==> src/design/ldre_pkg.sv <==
// package for the lan designated router election block
// types, constants and field widths shared by all design files; no dependencies
package ldre_pkg;

    localparam int unsigned MaxNeighbours = 32;

    localparam logic [1:0] OpRouterHello  = 2'd0;
    localparam logic [1:0] OpEndnodeHello = 2'd1;
    localparam logic [1:0] OpTimeout      = 2'd2;
    localparam logic [1:0] OpDelayExpired = 2'd3;

    localparam logic [1:0] TypeEnd = 2'd0;
    localparam logic [1:0] TypeL1  = 2'd1;
    localparam logic [1:0] TypeL2  = 2'd2;

    localparam logic [1:0] AdjNone = 2'd0;
    localparam logic [1:0] AdjUp   = 2'd1;
    localparam logic [1:0] AdjDown = 2'd2;

    localparam logic [1:0] CfgOwnNodeId   = 2'd0;
    localparam logic [1:0] CfgOwnPriority = 2'd1;
    localparam logic [1:0] CfgOwnAreaRtr  = 2'd2;

    localparam logic [15:0] OwnNodeIdReset   = 16'd1025;
    localparam logic [6:0]  OwnPriorityReset = 7'd64;

    typedef struct packed {
        logic [1:0]  op;
        logic [15:0] node_id;
        logic [6:0]  priority_req;
        logic        is_level2;
        logic        self_listed;
    } t_in_item;

    typedef struct packed {
        logic        is_designated;
        logic [15:0] dr_node;
        logic        timer_start;
        logic        timer_stop;
        logic        hello_now;
        logic [1:0]  adj_event;
        logic [15:0] event_node;
        logic        table_full;
    } t_out_item;

    // one table entry: up, type, priority, id (valid kept in flip-flops)
    typedef struct packed {
        logic        up;
        logic [1:0]  ntype;
        logic [6:0]  prio;
        logic [15:0] id;
    } t_entry;

    // controller to datapath
    typedef struct packed {
        logic scan_clear;  // start a table scan
        logic scan_step;   // examine one entry
        logic latch_in;    // capture input item
        logic do_write;    // apply hello or timeout to chosen entry
        logic elect_clear; // seed election with own values
        logic decide;      // evaluate result of the operation
        logic out_load;    // load output register
    } t_ctrl;

    // datapath to controller
    typedef struct packed {
        logic scan_last;
    } t_stat;

    function automatic logic [5:0] area_of(input logic [15:0] id);
        return id[15:10];
    endfunction

endpackage

==> src/design/ldre_if.sv <==
// valid/ready channel interfaces for items and configuration writes
// depends on ldre_pkg for payload types
interface ldre_in_if;
    logic                 valid;
    logic                 ready;
    ldre_pkg::t_in_item   data;
    modport source (output valid, output data, input ready);
    modport sink   (input valid, input data, output ready);
endinterface

interface ldre_out_if;
    logic                 valid;
    logic                 ready;
    ldre_pkg::t_out_item  data;
    modport source (output valid, output data, input ready);
    modport sink   (input valid, input data, output ready);
endinterface

interface ldre_cfg_if;
    logic        valid;
    logic        ready;
    logic [1:0]  index;
    logic [15:0] wdata;
    modport source (output valid, output index, output wdata, input ready);
    modport sink   (input valid, input index, input wdata, output ready);
endinterface

==> src/design/lan_designated_router_election.sv <==
// A result is set by two serial passes over the neighbour table memory, one entry per cycle:
// a search pass, the table write, then an election pass and the decision.
// A new item is not accepted until the previous result has been taken; input stays
// blocked while a result waits.
// Reset (synchronous, active low): table empty via valid flip-flops, not designated,
// no delay running, dr_node 0; config registers return to their defaults.
module lan_designated_router_election #(
    parameter int unsigned MAX_NEIGHBOURS = ldre_pkg::MaxNeighbours
) (
    input  logic i_clk,
    input  logic i_rst_n,
    ldre_in_if.sink    in_ch,
    ldre_out_if.source out_ch,
    ldre_cfg_if.sink   cfg_ch
);
    ldre_pkg::t_ctrl ctrl;
    ldre_pkg::t_stat stat;
    logic [15:0] r_own_id;
    logic [6:0]  r_own_prio;
    logic        r_own_area;

    // configuration registers
    assign cfg_ch.ready = 1'b1;
    always_ff @(posedge i_clk) begin
        if (!i_rst_n) begin
            r_own_id <= ldre_pkg::OwnNodeIdReset;
            r_own_prio <= ldre_pkg::OwnPriorityReset;
            r_own_area <= 1'b0;
        end else if (cfg_ch.valid) begin
            unique case (cfg_ch.index)
                ldre_pkg::CfgOwnNodeId:   r_own_id <= cfg_ch.wdata;
                ldre_pkg::CfgOwnPriority: r_own_prio <= cfg_ch.wdata[6:0];
                ldre_pkg::CfgOwnAreaRtr:  r_own_area <= cfg_ch.wdata[0];
                default: ;
            endcase
        end
    end

    ldre_ctrl u_ctrl (
        .i_clk, .i_rst_n,
        .i_in_valid(in_ch.valid), .o_in_ready(in_ch.ready),
        .o_out_valid(out_ch.valid), .i_out_ready(out_ch.ready),
        .i_stat(stat), .o_ctrl(ctrl)
    );

    ldre_datapath #(.MAX_NEIGHBOURS(MAX_NEIGHBOURS)) u_dp (
        .i_clk, .i_rst_n,
        .i_ctrl(ctrl), .o_stat(stat), .i_item(in_ch.data),
        .i_own_id(r_own_id), .i_own_prio(r_own_prio), .i_own_area(r_own_area),
        .o_result(out_ch.data)
    );
endmodule

==> src/design/ldre_datapath.sv <==
// datapath: neighbour table memory, search/election scan and result register
// depends on ldre_pkg
module ldre_datapath #(
    parameter int unsigned MAX_NEIGHBOURS = ldre_pkg::MaxNeighbours
) (
    input  logic                i_clk,
    input  logic                i_rst_n,
    input  ldre_pkg::t_ctrl     i_ctrl,
    output ldre_pkg::t_stat     o_stat,
    input  ldre_pkg::t_in_item  i_item,
    input  logic [15:0]         i_own_id,
    input  logic [6:0]          i_own_prio,
    input  logic                i_own_area,
    output ldre_pkg::t_out_item o_result
);
    localparam int unsigned Aw = (MAX_NEIGHBOURS > 1) ? $clog2(MAX_NEIGHBOURS) : 1;
    localparam logic [Aw-1:0] LastIdx = Aw'(MAX_NEIGHBOURS - 1);

    ldre_pkg::t_entry r_mem [MAX_NEIGHBOURS];
    logic [MAX_NEIGHBOURS-1:0] r_valid;
    ldre_pkg::t_in_item r_item;
    logic [Aw-1:0] r_idx;
    ldre_pkg::t_entry r_rd;
    logic          r_rd_ok;
    logic [Aw-1:0] r_rd_idx;
    // search results
    logic          r_found, r_free_ok;
    logic [Aw-1:0] r_found_idx, r_free_idx;
    ldre_pkg::t_entry r_found_e;
    // election running best
    logic [6:0]    r_bp;
    logic [15:0]   r_bid;
    logic          r_self;
    // operation effects recorded at write time
    logic          r_run_elect, r_full, r_hello, r_elect_pending;
    logic [1:0]    r_ev;
    logic [15:0]   r_evnode;
    // persistent state
    logic          r_acting, r_delay;
    logic [15:0]   r_elected;
    ldre_pkg::t_out_item r_out;

    logic in_area, accept_hello;
    ldre_pkg::t_entry rd_view, n_entry;
    logic n_valid_bit;

    assign o_stat.scan_last = (r_idx == LastIdx);
    assign o_result = r_out;

    // entry being examined this scan cycle, registered read
    always_ff @(posedge i_clk) begin
        r_rd <= r_mem[r_idx];
        r_rd_idx <= r_idx;
    end

    always_ff @(posedge i_clk) begin
        if (!i_rst_n) begin
            r_rd_ok <= 1'b0;
        end else begin
            r_rd_ok <= i_ctrl.scan_step;
        end
    end

    assign rd_view = r_rd;
    assign in_area = ldre_pkg::area_of(r_item.node_id) == ldre_pkg::area_of(i_own_id);

    always_comb begin
        accept_hello = 1'b0;
        case (r_item.op)
            ldre_pkg::OpRouterHello:  accept_hello = in_area || (r_item.is_level2 && i_own_area);
            ldre_pkg::OpEndnodeHello: accept_hello = in_area;
            default:                  accept_hello = 1'b0;
        endcase
    end

    // new entry contents for the chosen slot
    always_comb begin
        n_entry = r_found ? r_found_e : '0;
        n_entry.id = r_item.node_id;
        n_valid_bit = 1'b1;
        if (r_item.op == ldre_pkg::OpRouterHello) begin
            n_entry.prio = r_item.priority_req;
            n_entry.ntype = r_item.is_level2 ? ldre_pkg::TypeL2 : ldre_pkg::TypeL1;
            if (r_item.self_listed) n_entry.up = 1'b1;
        end else if (r_item.op == ldre_pkg::OpEndnodeHello) begin
            if (!n_entry.up) begin
                n_entry.ntype = ldre_pkg::TypeEnd;
                n_entry.prio = '0;
                n_entry.up = 1'b1;
            end
        end else begin
            n_entry = '0;
            n_valid_bit = 1'b0;
        end
    end

    // table memory and valid bits
    always_ff @(posedge i_clk) begin
        if (i_ctrl.do_write && (r_found || (accept_hello && r_free_ok))
            && r_item.op != ldre_pkg::OpTimeout && accept_hello) begin
            r_mem[r_found ? r_found_idx : r_free_idx] <= n_entry;
        end
    end

    always_ff @(posedge i_clk) begin
        if (!i_rst_n) begin
            r_valid <= '0;
        end else if (i_ctrl.do_write) begin
            if (r_item.op == ldre_pkg::OpTimeout) begin
                if (r_found) r_valid[r_found_idx] <= 1'b0;
            end else if (accept_hello && (r_found || r_free_ok)) begin
                r_valid[r_found ? r_found_idx : r_free_idx] <= n_valid_bit;
            end
        end
    end

    // scan index, search and election
    always_ff @(posedge i_clk) begin
        if (i_ctrl.latch_in) r_item <= i_item;
        if (i_ctrl.scan_clear) begin
            r_idx <= '0;
        end else if (i_ctrl.scan_step && r_idx != LastIdx) begin
            r_idx <= r_idx + 1'b1;
        end
        if (i_ctrl.latch_in) begin
            r_found <= 1'b0;
            r_free_ok <= 1'b0;
        end else if (r_rd_ok) begin
            if (r_valid[r_rd_idx] && r_rd.id == r_item.node_id && !r_found) begin
                r_found <= 1'b1;
                r_found_idx <= r_rd_idx;
                r_found_e <= rd_view;
            end
            if (!r_valid[r_rd_idx] && !r_free_ok) begin
                r_free_ok <= 1'b1;
                r_free_idx <= r_rd_idx;
            end
        end
        if (i_ctrl.elect_clear) begin
            r_bp <= i_own_prio;
            r_bid <= i_own_id;
            r_self <= 1'b1;
        end else if (r_rd_ok && !i_ctrl.latch_in && r_valid[r_rd_idx]
                     && rd_view.ntype != ldre_pkg::TypeEnd
                     && ldre_pkg::area_of(rd_view.id) == ldre_pkg::area_of(i_own_id)
                     && (rd_view.prio > r_bp || (rd_view.prio == r_bp && rd_view.id > r_bid)))
        begin
            r_bp <= rd_view.prio;
            r_bid <= rd_view.id;
            r_self <= 1'b0;
        end
    end

    // operation effects; elected state; output register
    always_ff @(posedge i_clk) begin
        if (!i_rst_n) begin
            r_acting <= 1'b0;
            r_delay <= 1'b0;
            r_elected <= '0;
            r_out <= '0;
            r_run_elect <= 1'b0;
            r_full <= 1'b0;
            r_hello <= 1'b0;
            r_ev <= ldre_pkg::AdjNone;
            r_evnode <= '0;
            r_elect_pending <= 1'b0;
        end else begin
            if (i_ctrl.do_write) begin
                r_run_elect <= 1'b0;
                r_full <= 1'b0;
                r_hello <= 1'b0;
                r_ev <= ldre_pkg::AdjNone;
                r_evnode <= '0;
                r_elect_pending <= 1'b0;
                case (r_item.op)
                    ldre_pkg::OpRouterHello: begin
                        if (accept_hello) begin
                            if (!r_found && !r_free_ok) begin
                                r_full <= 1'b1;
                            end else begin
                                r_run_elect <= 1'b1;
                                if (r_item.self_listed && !(r_found && r_found_e.up)) begin
                                    r_ev <= ldre_pkg::AdjUp;
                                    r_evnode <= r_item.node_id;
                                end
                            end
                        end
                    end
                    ldre_pkg::OpEndnodeHello: begin
                        if (accept_hello) begin
                            if (!r_found && !r_free_ok) begin
                                r_full <= 1'b1;
                            end else if (!(r_found && r_found_e.up)) begin
                                r_ev <= ldre_pkg::AdjUp;
                                r_evnode <= r_item.node_id;
                            end
                        end
                    end
                    ldre_pkg::OpTimeout: begin
                        if (r_found) begin
                            if (r_found_e.up) begin
                                r_ev <= ldre_pkg::AdjDown;
                                r_evnode <= r_item.node_id;
                            end
                            if (r_elected == r_item.node_id) r_elected <= '0;
                            if (r_found_e.ntype != ldre_pkg::TypeEnd) begin
                                r_run_elect <= 1'b1;
                                r_hello <= 1'b1;
                            end
                        end
                    end
                    default: begin
                        if (r_delay) begin
                            r_delay <= 1'b0;
                            r_elect_pending <= 1'b1;
                        end
                    end
                endcase
            end
            if (i_ctrl.decide) begin
                ldre_pkg::t_out_item o;
                o = '0;
                o.hello_now = r_hello;
                o.adj_event = r_ev;
                o.event_node = r_evnode;
                o.table_full = r_full;
                if (r_elect_pending && r_self) begin
                    r_acting <= 1'b1;
                    r_elected <= i_own_id;
                    o.hello_now = 1'b1;
                    o.is_designated = 1'b1;
                    o.dr_node = i_own_id;
                end else begin
                    o.is_designated = r_acting;
                    o.dr_node = r_elected;
                    if (r_run_elect || r_elect_pending) begin
                        if (r_self) begin
                            if (!r_acting && !r_delay) begin
                                r_delay <= 1'b1;
                                o.timer_start = 1'b1;
                            end
                        end else begin
                            if (r_acting) begin
                                r_acting <= 1'b0;
                                o.is_designated = 1'b0;
                                o.hello_now = 1'b1;
                            end
                            if (r_elected != r_bid) begin
                                r_delay <= 1'b0;
                                o.timer_stop = 1'b1;
                                r_elected <= r_bid;
                                o.dr_node = r_bid;
                            end
                        end
                    end
                end
                if (i_ctrl.out_load) r_out <= o;
            end
        end
    end

    assert property (@(posedge i_clk) disable iff (!i_rst_n)
        i_ctrl.decide |=> (r_out.adj_event != ldre_pkg::AdjNone) == (r_out.event_node == r_item.node_id
        && r_out.adj_event != ldre_pkg::AdjNone) || r_out.adj_event == ldre_pkg::AdjNone)
        else $error("event node mismatch");
    assert property (@(posedge i_clk) disable iff (!i_rst_n)
        !(r_acting && r_delay)) else $error("acting while delay runs");
    assert property (@(posedge i_clk) disable iff (!i_rst_n)
        i_ctrl.decide |=> !(r_out.timer_start && r_out.timer_stop))
        else $error("timer start and stop together");
endmodule

==> src/design/ldre_ctrl.sv <==
// controller: sequences search scan, table update, election scan, result
// depends on ldre_pkg
module ldre_ctrl (
    input  logic            i_clk,
    input  logic            i_rst_n,
    input  logic            i_in_valid,
    output logic            o_in_ready,
    output logic            o_out_valid,
    input  logic            i_out_ready,
    input  ldre_pkg::t_stat i_stat,
    output ldre_pkg::t_ctrl o_ctrl
);
    typedef enum logic [2:0] {
        S_IDLE, S_SEARCH, S_DRAIN1, S_WRITE, S_ELECT, S_DRAIN2, S_DECIDE
    } t_state;

    t_state r_state, n_state;
    logic r_out_valid, n_out_valid;

    assign o_in_ready = (r_state == S_IDLE) && !r_out_valid;
    assign o_out_valid = r_out_valid;

    always_comb begin
        n_state = r_state;
        n_out_valid = r_out_valid && !i_out_ready;
        o_ctrl = '0;
        unique case (r_state)
            S_IDLE: begin
                if (i_in_valid && o_in_ready) begin
                    o_ctrl.latch_in = 1'b1;
                    o_ctrl.scan_clear = 1'b1;
                    n_state = S_SEARCH;
                end
            end
            S_SEARCH: begin
                o_ctrl.scan_step = 1'b1;
                if (i_stat.scan_last) n_state = S_DRAIN1;
            end
            S_DRAIN1: n_state = S_WRITE;
            S_WRITE: begin
                o_ctrl.do_write = 1'b1;
                o_ctrl.scan_clear = 1'b1;
                o_ctrl.elect_clear = 1'b1;
                n_state = S_ELECT;
            end
            S_ELECT: begin
                o_ctrl.scan_step = 1'b1;
                if (i_stat.scan_last) n_state = S_DRAIN2;
            end
            S_DRAIN2: n_state = S_DECIDE;
            S_DECIDE: begin
                o_ctrl.decide = 1'b1;
                o_ctrl.out_load = 1'b1;
                n_out_valid = 1'b1;
                n_state = S_IDLE;
            end
            default: n_state = S_IDLE;
        endcase
    end

    always_ff @(posedge i_clk) begin
        if (!i_rst_n) begin
            r_state <= S_IDLE;
            r_out_valid <= 1'b0;
        end else begin
            r_state <= n_state;
            r_out_valid <= n_out_valid;
        end
    end

    assert property (@(posedge i_clk) disable iff (!i_rst_n)
        (r_state == S_DECIDE) |=> r_out_valid) else $error("result not presented");
    assert property (@(posedge i_clk) disable iff (!i_rst_n)
        (r_out_valid && !i_out_ready) |=> r_out_valid) else $error("result dropped");
    assert property (@(posedge i_clk) disable iff (!i_rst_n)
        o_in_ready |-> !r_out_valid) else $error("accept while result pending");
endmodule
==> src/flat_wrapper.sv <==
// flat-port wrapper written by rule: the top's interface ports become plain ports
module lan_designated_router_election_flat 
#(
    parameter int unsigned MAX_NEIGHBOURS = ldre_pkg::MaxNeighbours
)
  (i_clk, i_rst_n, in_ch_valid, in_ch_data, in_ch_ready, out_ch_valid, out_ch_data, out_ch_ready, cfg_ch_valid, cfg_ch_index, cfg_ch_wdata, cfg_ch_ready);
  ldre_in_if in_ch_i ();
  ldre_out_if out_ch_i ();
  ldre_cfg_if cfg_ch_i ();
  input  logic i_clk;
  input  logic i_rst_n;
  input wire logic [$bits(in_ch_i.valid)-1:0] in_ch_valid;
  input wire logic [$bits(in_ch_i.data)-1:0] in_ch_data;
  output wire logic [$bits(in_ch_i.ready)-1:0] in_ch_ready;
  output wire logic [$bits(out_ch_i.valid)-1:0] out_ch_valid;
  output wire logic [$bits(out_ch_i.data)-1:0] out_ch_data;
  input wire logic [$bits(out_ch_i.ready)-1:0] out_ch_ready;
  input wire logic [$bits(cfg_ch_i.valid)-1:0] cfg_ch_valid;
  input wire logic [$bits(cfg_ch_i.index)-1:0] cfg_ch_index;
  input wire logic [$bits(cfg_ch_i.wdata)-1:0] cfg_ch_wdata;
  output wire logic [$bits(cfg_ch_i.ready)-1:0] cfg_ch_ready;
  assign in_ch_i.valid = in_ch_valid;
  assign in_ch_i.data = in_ch_data;
  assign in_ch_ready = in_ch_i.ready;
  assign out_ch_valid = out_ch_i.valid;
  assign out_ch_data = out_ch_i.data;
  assign out_ch_i.ready = out_ch_ready;
  assign cfg_ch_i.valid = cfg_ch_valid;
  assign cfg_ch_i.index = cfg_ch_index;
  assign cfg_ch_i.wdata = cfg_ch_wdata;
  assign cfg_ch_ready = cfg_ch_i.ready;
  lan_designated_router_election #(.MAX_NEIGHBOURS(MAX_NEIGHBOURS)) u_core (.i_clk(i_clk), .i_rst_n(i_rst_n), .in_ch(in_ch_i), .out_ch(out_ch_i), .cfg_ch(cfg_ch_i));
endmodule
==> config.mk <==
export PLATFORM = sky130hd
export DESIGN_NAME = lan_designated_router_election_flat
export DESIGN_NICKNAME = d
export VERILOG_FILES = /design/src/design/ldre_pkg.sv /design/src/design/ldre_if.sv /design/src/design/lan_designated_router_election.sv /design/src/design/ldre_datapath.sv /design/src/design/ldre_ctrl.sv /design/src/flat_wrapper.sv
export SDC_FILE = /design/constraint.sdc
export NUM_CORES = 1
export LEC_CHECK = 0
export BUFFER_PORTS_ARGS = -buffer_cell sky130_fd_sc_hd__clkbuf_2
export CAP_MARGIN = 0
export CORE_UTILIZATION = 55
export CTS_CLUSTER_SIZE = 30
export DETAILED_ROUTE_END_ITERATION = 16
export HOLD_SLACK_MARGIN = 0.12
export PLACE_DENSITY = 0.71
export SYNTH_ARGS = -nofsm -noshare
export SYNTH_HDL_FRONTEND = slang
export SYNTH_SLANG_ARGS = --single-unit
==> constraint.sdc <==
create_clock -name i_clk -period 5.5 [get_ports i_clk]
set_input_delay 0.825 -clock i_clk [delete_from_list [all_inputs] [get_ports i_clk]]
set_output_delay 0.825 -clock i_clk [all_outputs]
set_load 0.05 [all_outputs]
==> out/qor.json <==
{
  "drt_first_iter_violations": 3062,
  "antenna_left": 0,
  "yosys_most_used_dff": "sky130_fd_sc_hd__edfxtp_1",
  "pwr_density_cell_nw_per_um2": 380,
  "async_flop_share": 0,
  "cell_types_with_the_highest_counts_after_synthesis": "sky130_fd_sc_hd__edfxtp_1, sky130_fd_sc_hd__mux4_2, sky130_fd_sc_hd__nand2_1, sky130_fd_sc_hd__dfxtp_1, sky130_fd_sc_hd__nor2_1",
  "timing.setup.tns_ps": 0,
  "final-instance-count-excl-fill": 3795,
  "drt-vias-per-instance": 6.41,
  "synth_unique_cells": 53,
  "grt.overflow.total": 0,
  "quantity_of_hold_fixing_buffers_added_after_cts": 0,
  "cp.arrival_ps": 3990,
  "timing.critical_path.cells": "nand3b_1, or3_4, nor2_4",
  "antenna_found_initial": 2,
  "yosysMostFrequentCell": "sky130_fd_sc_hd__edfxtp_1",
  "place.detailed.instances": 3597,
  "design.core.area_sq_um": 77700,
  "hold_path.class": "input port to flop",
  "synthDominantAreaCellType": "sky130_fd_sc_hd__edfxtp_1",
  "numPortBuffers": 90,
  "pin_count_of_the_biggest_net_entering_global_routing": 98,
  "synth_enable_flop_cells": 902,
  "drcViolationCount": 0,
  "grt_pass1_wl_mm": 160,
  "start_util": 0.558,
  "area_growth_pct": 12.5,
  "synthesis_warning_total": 0,
  "cts_buffer_depth": 3,
  "leakagePower_nw": 15.5,
  "detailed_place_hpwl_mm": 68.7,
  "finalWeightedCongestion": 0.887,
  "cts-buffers-inserted": 105,
  "die_width_microns": 283,
  "nets": 2739,
  "timing.slew.headroom": 0.0964,
  "syn_area_sq_um": 43400,
  "clock_sink_count": 1081,
  "ioPinCount": 92,
  "yosysSeqAreaShare": 0.707,
  "cts_tree": "done",
  "critPathLaunchType": "flop",
  "postSynthAreaPerCell_sq_um": 16.8,
  "setup_skew_ps": 69.5,
  "postSynthRegisterBits": 1081,
  "crit_type": "flop to flop",
  "synth.top_cells.by_area": "sky130_fd_sc_hd__edfxtp_1, sky130_fd_sc_hd__mux4_2, sky130_fd_sc_hd__dfxtp_1",
  "clock_tree.htree_level_count": 3,
  "critical_path_required_ps": 5750,
  "route.final.wire_length_mm": 109,
  "core.rowCount": 102,
  "cp_slowest_stage_delay_ps": 1020,
  "preCtsSetupSlack_ps": 1910,
  "rsz0062_at_grt": "no",
  "cts_root_buf": "sky130_fd_sc_hd__clkbuf_16",
  "synth.top_cell.area_share": 0.624,
  "place_area_sq_um": 45200,
  "finalCriticalPeriod_ps": 3740,
  "max_cap_viol_count": 0,
  "clk_latency_ps": 690,
  "worst-path-max-fanout": 33,
  "clk_pin_slew_worst_paths_ps": 60,
  "finalCritPeriodShare": 0.679,
  "wl_per_cell_microns": 28.8,
  "die_y_microns": 283,
  "critical-path-slowest-cell": "sky130_fd_sc_hd__or3_4",
  "report.final.slew_viol_count": 0,
  "endpoint_kind": "flop",
  "hold_ws_ps": 309,
  "post-route-cell-area_sq_um": 48800,
  "vias": 24300,
  "setup-violations-final": 0,
  "filler_cells": 5245,
  "finalHoldViolCount": 0,
  "drive_gt1_frac": 0.244,
  "fmax_mhz": 268,
  "vdd.ir_drop.worst_mv": 0.283,
  "postCtsSetupBuffers": 0,
  "transition_at_the_pin_with_the_smallest_max_transition_slack_ps": 1350,
  "outcome": "completed",
  "vias_in_the_first_global_route": 23700,
  "cts-resized-gates": 0,
  "postLayoutSetupSlackWorst_ps": 1760,
  "postSynthCellCount": 2577,
  "dieArea_sq_um": 80000,
  "track_usage": 0.278,
  "detailedRoute.firstPassIterationCount": 7,
  "synth_nets": 2652
}
==> cell usage in the layout (no fill, tap or decap), types with 38 or more instances in the layout <==
cell / count
sky130_fd_sc_hd__xnor2_1: 47
sky130_fd_sc_hd__clkbuf_16: 107
sky130_fd_sc_hd__dfxtp_1: 174
sky130_fd_sc_hd__o21ai_0: 93
sky130_fd_sc_hd__a21oi_1: 121
sky130_fd_sc_hd__buf_4: 38
sky130_fd_sc_hd__edfxtp_1: 902
sky130_fd_sc_hd__clkbuf_2: 90
sky130_fd_sc_hd__mux2_2: 46
sky130_fd_sc_hd__mux4_2: 260
sky130_fd_sc_hd__nand2_1: 257
sky130_fd_sc_hd__nor2_1: 98
==> path summary, 6_finish.rpt <==
| check | cells past startpoint | slack [ps] | from | endpoint |
|---|---|---|---|---|
| setup / recovery | 3 | 1760 | u_core.u_ctrl.r_state[1] | u_core.u_dp.r_mem[17][13] |
| hold / removal | 1 | 310 | in_ch_data[9] | u_core.u_dp.r_item[9] |
| setup reg to reg | 3 | 1760 | u_core.u_ctrl.r_state[1] | u_core.u_dp.r_mem[17][13] |
| hold reg to reg | 0 | 380 | u_core.u_dp.r_rd[25] | u_core.u_dp.r_found_e[25] |
==> stage by stage <==
step / power (mW) / utilization
6_report: 18.5 / 0.628
5_1_grt: 19.0 / 0.628
4_1_cts: 18.6 / 0.628
3_5_place_dp: 11.3 / 0.582
3_3_place_gp: 11.3 / 0.582
2_1_floorplan: 10.6 / -
==> power breakdown <==
part / internal [mW] / leakage (nW) / switching, mW
Combinational: 0.900 / 4.03 / 1.01
Sequential: 8.98 / 9.72 / 0.243
Clock: 4.29 / 1.74 / 3.11
==> worst max-delay path, delay by kind of cell, from the launching register on <==
| family | cells | cell delay [ps] |
|---|---|---|
| AND/OR/NAND/NOR | 3 | 2720 |
| flip-flops | 1 | 460 |
==> cell families after synthesis <==
group           share of synthesized area
buf+inv                            0.0176
compound gates                     0.0442
mux                                 0.152
fa+ha+maj                         0.00721
flops                               0.707
xor+xnor                           0.0125
simple gates                       0.0588
other cells                     0.0000865
==> metal layers <==
| metal | part of all wire | wire [microns] | global-route usage |
|---|---|---|---|
| met2 | 0.49 | 53200 | 0.443 |
| met3 | 0.084 | 9170 | 0.0431 |
| met1 | 0.39 | 42700 | 0.388 |
| met5 | 0.00012 | 13 | 0 |
| met4 | 0.040 | 4370 | 0.111 |
==> registers in the layout, summed over array words and instances (netlist names), 10 cells and up <==
signal                 cells
u_core.u_dp.r_item        27
u_core.r_own_id           16
u_core.u_dp.o_result      39
u_core.u_dp.r_mem        832
u_core.u_dp.r_rd          26
u_core.u_dp.r_bid         16
u_core.u_dp.r_found_e     10
u_core.u_dp.r_valid       32
u_core.u_dp.r_evnode      16
u_core.u_dp.r_elected     16
==> layout make-up <==
class,count,area (sq um),share of cell area
repair buffers,131,796,0.0163
inverters,31,116,0.00238
multi-input cells,1314,12300,0.253
flip-flops and latches,1081,30700,0.629
clock inverters,66,728,0.0149
diodes,1,2.50,0.0000513
clock buffers,131,2840,0.0581
well taps,1040,1300,0.0267
(Power assumes the default switching activity.)
